## src/sv/fsrs_pkg.sv

```systemverilog
package fsrs_pkg;

  // Fixed field widths of the item and result channels.
  localparam int unsigned UNITS_W  = 4;
  localparam int unsigned REQ_W    = 3;
  localparam int unsigned RES_W    = 2;
  localparam int unsigned CMD_W    = 2;
  localparam int unsigned STATUS_W = 3;

  localparam logic [UNITS_W-1:0] UNITS_RESET = 4'd1;

  localparam int unsigned DEF_NUM_RESOURCES = 4;
  localparam int unsigned DEF_NUM_CLIENTS   = 8;

  // Command codes.
  localparam logic [CMD_W-1:0] CMD_ACQUIRE = 2'd0;
  localparam logic [CMD_W-1:0] CMD_RESERVE = 2'd1;
  localparam logic [CMD_W-1:0] CMD_RELEASE = 2'd2;

  // Result status codes.
  localparam logic [STATUS_W-1:0] ST_GRANTED  = 3'd0;
  localparam logic [STATUS_W-1:0] ST_QUEUED   = 3'd1;
  localparam logic [STATUS_W-1:0] ST_RESERVED = 3'd2;
  localparam logic [STATUS_W-1:0] ST_REFUSED  = 3'd3;
  localparam logic [STATUS_W-1:0] ST_RETURNED = 3'd4;
  localparam logic [STATUS_W-1:0] ST_PASSED   = 3'd5;
  localparam logic [STATUS_W-1:0] ST_ERROR    = 3'd6;

  // Commands from the controller to the datapath.
  typedef struct packed {
    logic accept;   // latch the incoming item
    logic exec;     // decide and update the semaphore state
    logic capture;  // take the head waiter read from the queue memory
    logic load;     // move the pending result into the output register
  } dp_cmd_t;

  // Status from the datapath to the controller.
  typedef struct packed {
    logic need_read;  // the item passes a unit to a queued waiter
  } dp_sts_t;

endpackage

```

## src/sv/fsrs_ram.sv

```systemverilog
module fsrs_ram #(
  parameter int unsigned WIDTH = 8,
  parameter int unsigned DEPTH = 32
) (
  input  logic                     clk_i,
  input  logic                     we_i,
  input  logic [$clog2(DEPTH)-1:0] waddr_i,
  input  logic [WIDTH-1:0]         wdata_i,
  input  logic [$clog2(DEPTH)-1:0] raddr_i,
  output logic [WIDTH-1:0]         rdata_o
);

  logic [WIDTH-1:0] mem [DEPTH];
  logic [WIDTH-1:0] rdata_q;

  always_ff @(posedge clk_i) begin
    if (we_i) begin
      mem[waddr_i] <= wdata_i;
    end
    rdata_q <= mem[raddr_i];
  end

  assign rdata_o = rdata_q;

endmodule

```

## src/sv/fsrs_ctrl.sv

```systemverilog
module fsrs_ctrl (
  input  logic              clk_i,
  input  logic              rst_ni,
  input  logic              in_valid_i,
  output logic              in_ready_o,
  output logic              out_valid_o,
  input  logic              out_ready_i,
  input  fsrs_pkg::dp_sts_t sts_i,
  output fsrs_pkg::dp_cmd_t cmd_o
);
  import fsrs_pkg::*;

  localparam logic [1:0] S_IDLE = 2'd0;
  localparam logic [1:0] S_EXEC = 2'd1;
  localparam logic [1:0] S_READ = 2'd2;
  localparam logic [1:0] S_LOAD = 2'd3;

  logic [1:0] state_q, state_d;
  logic       out_valid_q, out_valid_d;

  always_comb begin
    state_d     = state_q;
    cmd_o       = '0;
    in_ready_o  = 1'b0;
    unique case (state_q)
      S_IDLE: begin
        in_ready_o = 1'b1;
        if (in_valid_i) begin
          cmd_o.accept = 1'b1;
          state_d      = S_EXEC;
        end
      end
      S_EXEC: begin
        cmd_o.exec = 1'b1;
        state_d    = sts_i.need_read ? S_READ : S_LOAD;
      end
      S_READ: begin
        cmd_o.capture = 1'b1;
        state_d       = S_LOAD;
      end
      S_LOAD: begin
        if (!out_valid_q || out_ready_i) begin
          cmd_o.load = 1'b1;
          state_d    = S_IDLE;
        end
      end
      default: state_d = S_IDLE;
    endcase
  end

  always_comb begin
    out_valid_d = out_valid_q;
    if (cmd_o.load) begin
      out_valid_d = 1'b1;
    end else if (out_ready_i) begin
      out_valid_d = 1'b0;
    end
  end

  always_ff @(posedge clk_i or negedge rst_ni) begin
    if (!rst_ni) begin
      state_q     <= S_IDLE;
      out_valid_q <= 1'b0;
    end else begin
      state_q     <= state_d;
      out_valid_q <= out_valid_d;
    end
  end

  assign out_valid_o = out_valid_q;

endmodule

```

## src/sv/fsrs_dp.sv

```systemverilog
module fsrs_dp #(
  parameter int unsigned NUM_RESOURCES = fsrs_pkg::DEF_NUM_RESOURCES,
  parameter int unsigned NUM_CLIENTS   = fsrs_pkg::DEF_NUM_CLIENTS
) (
  input  logic                          clk_i,
  input  logic                          rst_ni,
  input  logic                          cfg_we_i,
  input  logic [fsrs_pkg::UNITS_W-1:0]  cfg_wdata_i,
  input  logic [fsrs_pkg::CMD_W-1:0]    cmd_i,
  input  logic [fsrs_pkg::REQ_W-1:0]    requester_i,
  input  logic [fsrs_pkg::RES_W-1:0]    resource_i,
  input  fsrs_pkg::dp_cmd_t             ctl_i,
  output fsrs_pkg::dp_sts_t             sts_o,
  output logic [fsrs_pkg::STATUS_W-1:0] status_o,
  output logic [fsrs_pkg::REQ_W-1:0]    grant_id_o,
  output logic                          grant_valid_o
);
  import fsrs_pkg::*;

  localparam int unsigned RIDX_W = (NUM_RESOURCES > 1) ? $clog2(NUM_RESOURCES) : 1;
  localparam int unsigned CIDX_W = $clog2(NUM_CLIENTS);
  localparam int unsigned RV_W   = $clog2(NUM_RESOURCES + 1);
  localparam int unsigned CNT_W  = $clog2(NUM_CLIENTS + 1);
  localparam int unsigned QDEPTH = NUM_RESOURCES * NUM_CLIENTS;
  localparam int unsigned QA_W   = $clog2(QDEPTH);
  localparam logic [RV_W-1:0] RESV_NONE = RV_W'(NUM_RESOURCES);

  // Latched item.
  logic [CMD_W-1:0] cmd_q;
  logic [REQ_W-1:0] req_q;
  logic [RES_W-1:0] res_q;

  // Semaphore state.
  logic [UNITS_W-1:0] units_q;
  logic [UNITS_W-1:0] free_q [NUM_RESOURCES];
  logic [RV_W-1:0]    resv_q [NUM_CLIENTS];
  logic [CNT_W-1:0]   cnt_q  [NUM_RESOURCES];
  logic [CIDX_W-1:0]  head_q [NUM_RESOURCES];
  logic [CIDX_W-1:0]  tail_q [NUM_RESOURCES];

  // Pending and output results.
  logic [STATUS_W-1:0] pst_q, pst_d;
  logic [REQ_W-1:0]    pgid_q, pgid_d;
  logic                pgv_q, pgv_d;
  logic [STATUS_W-1:0] ost_q;
  logic [REQ_W-1:0]    ogid_q;
  logic                ogv_q;

  logic [RIDX_W-1:0] r_idx;
  logic [CIDX_W-1:0] c_idx;
  logic              in_range;
  logic [UNITS_W-1:0] cur_free;
  logic [CNT_W-1:0]   cur_cnt;
  logic [CIDX_W-1:0]  cur_head, cur_tail, head_nxt, tail_nxt;
  logic [QA_W-1:0]    q_base;
  logic [REQ_W-1:0]   q_rdata;

  logic do_use_resv, do_take, do_enq, do_set_resv, do_pass, do_ret, do_sat;

  assign r_idx    = RIDX_W'(res_q);
  assign c_idx    = CIDX_W'(req_q);
  assign in_range = (32'(req_q) < 32'(NUM_CLIENTS)) && (32'(res_q) < 32'(NUM_RESOURCES));
  assign cur_free = free_q[r_idx];
  assign cur_cnt  = cnt_q[r_idx];
  assign cur_head = head_q[r_idx];
  assign cur_tail = tail_q[r_idx];
  assign head_nxt = (32'(cur_head) + 1 >= 32'(NUM_CLIENTS)) ? '0 : cur_head + 1'b1;
  assign tail_nxt = (32'(cur_tail) + 1 >= 32'(NUM_CLIENTS)) ? '0 : cur_tail + 1'b1;
  assign q_base   = QA_W'(QA_W'(r_idx) * QA_W'(NUM_CLIENTS));

  // Decision for the latched item.
  always_comb begin
    do_use_resv = 1'b0;
    do_take     = 1'b0;
    do_enq      = 1'b0;
    do_set_resv = 1'b0;
    do_pass     = 1'b0;
    do_ret      = 1'b0;
    do_sat      = 1'b0;
    pst_d       = ST_ERROR;
    pgid_d      = '0;
    pgv_d       = 1'b0;
    if (in_range) begin
      case (cmd_q)
        CMD_ACQUIRE: begin
          if (resv_q[c_idx] == RV_W'(r_idx)) begin
            do_use_resv = 1'b1;
            pst_d       = ST_GRANTED;
          end else if (cur_free != '0) begin
            do_take = 1'b1;
            pst_d   = ST_GRANTED;
          end else if (32'(cur_cnt) < 32'(NUM_CLIENTS)) begin
            do_enq = 1'b1;
            pst_d  = ST_QUEUED;
          end
          if (pst_d == ST_GRANTED) begin
            pgid_d = req_q;
            pgv_d  = 1'b1;
          end
        end
        CMD_RESERVE: begin
          if (cur_free != '0 && resv_q[c_idx] >= RESV_NONE) begin
            do_set_resv = 1'b1;
            pst_d       = ST_RESERVED;
          end else begin
            pst_d = ST_REFUSED;
          end
        end
        CMD_RELEASE: begin
          if (cur_cnt != '0) begin
            do_pass = 1'b1;
            pgv_d   = 1'b1;
            pst_d   = ST_PASSED;
          end else if (cur_free < units_q) begin
            do_ret = 1'b1;
            pst_d  = ST_RETURNED;
          end else begin
            do_sat = 1'b1;
          end
        end
        default: pst_d = ST_ERROR;
      endcase
    end
  end

  assign sts_o.need_read = do_pass;

  fsrs_ram #(
    .WIDTH (REQ_W),
    .DEPTH (QDEPTH)
  ) u_queue (
    .clk_i   (clk_i),
    .we_i    (ctl_i.exec && do_enq),
    .waddr_i (QA_W'(q_base + QA_W'(cur_tail))),
    .wdata_i (req_q),
    .raddr_i (QA_W'(q_base + QA_W'(cur_head))),
    .rdata_o (q_rdata)
  );

  always_ff @(posedge clk_i) begin
    if (ctl_i.accept) begin
      cmd_q <= cmd_i;
      req_q <= requester_i;
      res_q <= resource_i;
    end
    if (ctl_i.exec) begin
      pst_q  <= pst_d;
      pgid_q <= pgid_d;
      pgv_q  <= pgv_d;
    end else if (ctl_i.capture) begin
      pgid_q <= q_rdata;
    end
    if (ctl_i.load) begin
      ost_q  <= pst_q;
      ogid_q <= pgid_q;
      ogv_q  <= pgv_q;
    end
  end

  always_ff @(posedge clk_i or negedge rst_ni) begin
    if (!rst_ni) begin
      units_q <= UNITS_RESET;
      for (int i = 0; i < NUM_RESOURCES; i++) begin
        free_q[i] <= UNITS_RESET;
        cnt_q[i]  <= '0;
        head_q[i] <= '0;
        tail_q[i] <= '0;
      end
      for (int i = 0; i < NUM_CLIENTS; i++) begin
        resv_q[i] <= RESV_NONE;
      end
    end else if (cfg_we_i) begin
      units_q <= cfg_wdata_i;
      for (int i = 0; i < NUM_RESOURCES; i++) begin
        free_q[i] <= cfg_wdata_i;
        cnt_q[i]  <= '0;
        head_q[i] <= '0;
        tail_q[i] <= '0;
      end
      for (int i = 0; i < NUM_CLIENTS; i++) begin
        resv_q[i] <= RESV_NONE;
      end
    end else if (ctl_i.exec) begin
      if (do_use_resv) begin
        resv_q[c_idx] <= RESV_NONE;
      end
      if (do_take) begin
        free_q[r_idx] <= cur_free - 1'b1;
      end
      if (do_enq) begin
        tail_q[r_idx] <= tail_nxt;
        cnt_q[r_idx]  <= cur_cnt + 1'b1;
      end
      if (do_set_resv) begin
        resv_q[c_idx] <= RV_W'(r_idx);
        free_q[r_idx] <= cur_free - 1'b1;
      end
      if (do_pass) begin
        head_q[r_idx] <= head_nxt;
        cnt_q[r_idx]  <= cur_cnt - 1'b1;
      end
      if (do_ret) begin
        free_q[r_idx] <= cur_free + 1'b1;
      end
      if (do_sat) begin
        free_q[r_idx] <= units_q;
      end
    end
  end

  assign status_o      = ost_q;
  assign grant_id_o    = ogid_q;
  assign grant_valid_o = ogv_q;

endmodule

```

## src/sv/fifo_resource_semaphore_with_reservation_top.sv

```systemverilog
// Counting semaphore bank with a FIFO wait queue per resource and one-shot
// reservations per client.
//
// Each transfer on the input channel (in_valid_i / in_ready_o) carries a
// command, a requester and a resource; each one produces exactly one
// transfer on the output channel (out_valid_o / out_ready_i) with a status,
// a grant id and a grant flag. Items are handled one at a time by a small
// sequencer: after the input transfer the item is decided and the state is
// updated in the execute state, and its result then enters the output
// register in the load state, after which out_valid_o rises. A release that
// passes its unit to a queued client goes through an extra read state,
// because the waiter's id comes from the wait-queue memory, whose read data
// is registered. No new item is taken until the last result is loaded.
// The input side reopens while a result still waits in the output
// register; if the receiver stalls, the next result waits inside the
// block until the output register is taken. Reset (rst_ni, asynchronous,
// active low) sets the unit count to one, fills every pool, empties every
// queue and drops every reservation. Writing the unit count through
// cfg_we_i does the same with the new count and must only happen while idle.
module fifo_resource_semaphore_with_reservation_top #(
  parameter int unsigned NUM_RESOURCES = fsrs_pkg::DEF_NUM_RESOURCES,
  parameter int unsigned NUM_CLIENTS   = fsrs_pkg::DEF_NUM_CLIENTS
) (
  input  logic                          clk_i,
  input  logic                          rst_ni,
  input  logic                          cfg_we_i,
  input  logic [fsrs_pkg::UNITS_W-1:0]  cfg_units_per_resource_i,
  input  logic                          in_valid_i,
  output logic                          in_ready_o,
  input  logic [fsrs_pkg::CMD_W-1:0]    cmd_i,
  input  logic [fsrs_pkg::REQ_W-1:0]    requester_i,
  input  logic [fsrs_pkg::RES_W-1:0]    resource_i,
  output logic                          out_valid_o,
  input  logic                          out_ready_i,
  output logic [fsrs_pkg::STATUS_W-1:0] status_o,
  output logic [fsrs_pkg::REQ_W-1:0]    grant_id_o,
  output logic                          grant_valid_o
);
  import fsrs_pkg::*;

  dp_cmd_t ctl;
  dp_sts_t sts;

  // The controller sequences one item through accept, execute, optional
  // queue read and output load.
  fsrs_ctrl u_ctrl (
    .clk_i       (clk_i),
    .rst_ni      (rst_ni),
    .in_valid_i  (in_valid_i),
    .in_ready_o  (in_ready_o),
    .out_valid_o (out_valid_o),
    .out_ready_i (out_ready_i),
    .sts_i       (sts),
    .cmd_o       (ctl)
  );

  // The datapath holds the pools, reservations, queue pointers, the queue
  // memory and the result registers.
  fsrs_dp #(
    .NUM_RESOURCES (NUM_RESOURCES),
    .NUM_CLIENTS   (NUM_CLIENTS)
  ) u_dp (
    .clk_i         (clk_i),
    .rst_ni        (rst_ni),
    .cfg_we_i      (cfg_we_i),
    .cfg_wdata_i   (cfg_units_per_resource_i),
    .cmd_i         (cmd_i),
    .requester_i   (requester_i),
    .resource_i    (resource_i),
    .ctl_i         (ctl),
    .sts_o         (sts),
    .status_o      (status_o),
    .grant_id_o    (grant_id_o),
    .grant_valid_o (grant_valid_o)
  );

endmodule

```

## config.mk

```make
export PLATFORM = sky130hd
export DESIGN_NAME = fifo_resource_semaphore_with_reservation_top
export DESIGN_NICKNAME = d
export VERILOG_FILES = /design/src/sv/fsrs_pkg.sv /design/src/sv/fsrs_ram.sv /design/src/sv/fsrs_ctrl.sv /design/src/sv/fsrs_dp.sv /design/src/sv/fifo_resource_semaphore_with_reservation_top.sv
export SDC_FILE = /design/constraint.sdc
export NUM_CORES = 1
export LEC_CHECK = 0
export BUFFER_PORTS_ARGS = -buffer_cell sky130_fd_sc_hd__buf_2
export CAP_MARGIN = 20
export CORE_MARGIN = 2
export CORE_UTILIZATION = 57
export CTS_BUF_LIST = sky130_fd_sc_hd__clkbuf_4 sky130_fd_sc_hd__clkbuf_8 sky130_fd_sc_hd__clkbuf_16
export DETAILED_ROUTE_END_ITERATION = 8
export PLACE_DENSITY = 0.76
export SLEW_MARGIN = 10
export SYNTH_ARGS = -nofsm -noshare
export SYNTH_HDL_FRONTEND = slang
export SYNTH_SLANG_ARGS = --single-unit
export TNS_END_PERCENT = 100
```

## constraint.sdc

```tcl
create_clock -name clk_i -period 3.2 [get_ports clk_i]
set_input_delay 0.48 -clock clk_i [delete_from_list [all_inputs] [get_ports clk_i]]
set_output_delay 0.48 -clock clk_i [all_outputs]
set_load 0.1 [all_outputs]
```

==> flow_summary.toml <==
[clock_tree]
cts-htree-levels = 1
insertion_delay_ns = 0.51
clock_path_buffers = 3
cts_tree = "built"
cts_root_buffer = "clkbuf_16"
clk_pin_slew_ns = 0.06
cts.sinks = 207
cts_buffers = 23

[worst_setup_path]
ff2ff_setup_slack_ns = 0.15
crit_path_end_kind = "flip-flop"
crit_type = "flip-flop to flip-flop"
worstPathCellList = "buf_4 > mux4_2 > inv_1 > ha_1 > inv_1 > or3_1 > nand2_1 > nor2_1 > a21oi_4 > o31ai_1 > a21oi_1"
max_stage_delay_ns = 0.57
path_delay_family = "simple AND/OR/NAND/NOR gates"
critPathArrivalTime_ns = 3.48
cp_data_required_time_ns = 3.62
crit_buf_inv = 3
r2r-start = "u_dp.r_idx[0]"
crit_path_frequent_cell = "inv_1"
r2r-end = "u_dp.resv_q[12]"
cp_slowest_cell = "mux4_2"
path_max_fanout = 16
critPathLaunchType = "flip-flop"
reg2regPathDepth = 11

[pwr]
combPwrFrac_pct = 26.1
switchingPower_mw = 2.665
seq_power_share_pct = 41.6
p_int_mw = 5.211
swShare_pct = 33.84
p_per_area_nw_per_um2 = 680.5
power.total_mw = 7.876
p_leak_nw = 4.211
ir_drop_mv = 0.6212
clockPowerShare_pct = 32.4

[global_routing]
grt_use_total_pct = 26.52
antenna_found_initial = 0
first_global_vias = 7427
grt_overflow_total = 0
grt_pass1_wl_um = 40590
grt_max_degree = 59

[yosys]
netlist_area_um2 = 10310
synthArstFlopShare_pct = 42.03
yosys_warnings = 0
synthTopCellsByArea = "edfxtp_1 34%, dfrtp_1 18%, mux4_2 9.2%"
synth_top_area_share_pct = 34.09
synth-seq-area-share_pct = 55.95
syn_inst = 825
ys_ff_latch = 207
syn_area_per_cell_um2 = 12.49
syn_nets = 858
synth-edff-count = 117
synth_top_flop_cell = "edfxtp_1"
post-synth-top-area-cell = "edfxtp_1"
yosysUniqueCellTypes = 71

[run]
cap_violations = 0

[detailed_routing]
drt-initial-drc-count = 853
drt_wl_total_um = 25450
num_vias = 7296
wl_per_cell_um = 22.90
viasPerCell = 6.567
first_pass_iters = 7
antenna_violating_nets_post_route = 0
route.detailed.drc = 0

[placement]
place_hpwl_um = 17360
gp_congestion = 0.9493
place_ws_ns = 0.08596
port_buffers = 24

[timing]
worst_pin_slew_ns = 0.8218
fin_crit_ns = 3.055
worst_slack_ns = 0.1452
maxSlewViolCount = 0
hold_viol_final = 0
slew_headroom_pct = 45.21
grt_setup_unrepaired = "false"
finalSetupViolCount = 0
skew_ns = 0.01111
min_period_over_period_pct = 95.46
tns_ns = 0
max_freq_mhz = 327.4

[cells_and_area]
syn2layout_area_growth_pct = 12.30
drive_gt1_share_pct = 21.77
antennaDiodeCount = 0
layout.nets = 898

[status]
status = "finished clean"

[floorplanning]
ios = 25
rows = 49
die_h_um = 138.5
coreArea_um2 = 17840
die_x_um = 138.5
die_area_um2 = 19180
start_util_pct = 57.77

[hold_path]
worst_hold_path_type = "input pin to async pin"
## state kept, by name, summed over array words and instances (netlist names), 3 cells and up
signal	flops
u_dp.status_o	3
u_dp.pst_q	3
u_dp.grant_id_o	3
u_dp.resv_q	24
u_dp.tail_q	12
u_dp.c_idx	3
u_dp.cnt_q	16
u_dp.free_q	16
u_dp.units_q	4
u_dp.u_queue.rdata_o	3
u_dp.head_q	12
u_dp.u_queue.mem	96
u_dp.pgid_q	3
## area by class of cell
class                      instances  area (um2)
sequential                       207        5767
clock inverter                    15       122.6
tap                              229       286.5
fill                            1270        6266
multi-input combinational        551        4284
inverter                          20       75.07
clock buffer                      27       611.8
timing repair buffer              62       427.9
## cells in the mapped netlist (16+ instances only)
| master | n |
|---|---|
| a211oi_1 | 24 |
| a21oi_1 | 50 |
| and2_1 | 31 |
| clkbuf_1 | 23 |
| dfrtp_1 | 74 |
| edfxtp_1 | 117 |
| ha_1 | 17 |
| inv_1 | 19 |
| mux2i_1 | 19 |
| mux4_2 | 42 |
| nand2_1 | 70 |
| nor2_1 | 71 |
| nor3_1 | 18 |
| o21ai_0 | 30 |
| o22ai_1 | 16 |
| o31ai_1 | 20 |
## worst max-delay path by stage
stage | endpoint | slack, ns | from | cells after the start
floorplan | u_dp.free_q[1] | 0.08 | u_dp.c_idx[0] | 9
finish | u_dp.resv_q[12] | 0.15 | u_dp.r_idx[0] | 11
global placement | u_dp.u_queue.mem[8][0] | 0.17 | u_dp.r_idx[0] | 9
CTS | u_dp.free_q[9] | 0.08 | u_dp.r_idx[0] | 10
global route | u_dp.free_q[3] | 0.01 | u_dp.r_idx[1] | 12
detailed placement | u_dp.free_q[9] | 0.09 | u_dp.r_idx[0] | 10
## power by group through the flow
stage	logic, mW	registers, mW	clock network, mW
after floorplan	1.21	3.53	0
after global placement	1.93	3.31	0
after detailed placement	1.98	3.32	0
after CTS	2.00	3.27	2.58
after global routing	2.21	3.29	2.68
final	2.05	3.27	2.55
## kinds of logic (layout without fill, tap and decap cells)
kind of cell | count (synthesis) | in the layout | share of synthesized area [%]
and+or+nand+nor | 255 | 255 | 12.25
DFF | 207 | 207 | 55.95
AOI/OAI and AO/OA | 200 | 200 | 13.15
muxes | 70 | 70 | 12.52
buffers and inverters | 67 | 124 | 2.950
adders and majority gates | 17 | 17 | 2.064
xor gates and xnor gates | 9 | 9 | 1.129
## routing by layer
layer / part of all wire, % / track usage [%]
met4: 3.3 / 10.58
met5: 0 / 0
met1: 41 / 38.18
met2: 47 / 41.30
met3: 8.1 / 4.018
## worst register-to-register path, stage by stage, from the launching register on
cell and delay (ns):
edfxtp_1 0.33, buf_4 0.16, mux4_2 0.58, inv_1 0.11, ha_1 0.15, inv_1 0.05, or3_1 0.41, nand2_1 0.25
nor2_1 0.14, a21oi_4 0.45, o31ai_1 0.14, a21oi_1 0.20
## repair_timing
action	in CTS	in global routing
hold endpoints to repair	0	0
endpoints found under the setup margin	0	78
hold buffers	0	0
resized for setup	0	11
setup buffers	0	3
## cells in the final DEF (no fill, tap or decap), types with 4 or more instances in the layout
cell        count
nor2b_1         8
inv_1          19
or2_1           4
and2_1         31
nor2_1         68
a211oi_1       24
o21ai_0        30
xnor2_1         4
a211o_1         5
ha_1           17
a311oi_1        4
buf_4          37
dfrtp_1        74
o31ai_1        20
nand2b_1       11
mux4_2         42
o211ai_1        5
clkinvlp_4      5
mux2_2          4
clkbuf_16      23
nand2_1        70
o21bai_1       10
nand3_1        11
clkinv_2        5
and3_1         14
dfstp_2        13
nor3_1         15
nor2_2          4
a21oi_1        50
o22ai_1        16
nor3_2          5
edfxtp_1      117
mux2i_1        19
buf_2          23
## per-stage QoR
step | std cells | util (%) | hold slack [ns] | cell area (um2)
finish | 1111 | 64.88 | 0.06806 | 11570
global route | 1111 | 64.88 | 0.1210 | 11570
CTS | 1108 | 64.44 | 0.07797 | 11500
floorplan | 825 | - | 0.1844 | 10310
detailed placement | 1066 | 60.33 | 0.4063 | 10760
global placement | 1066 | 60.33 | 0.4028 | 10760
Power figures use the tool's default switching activity.
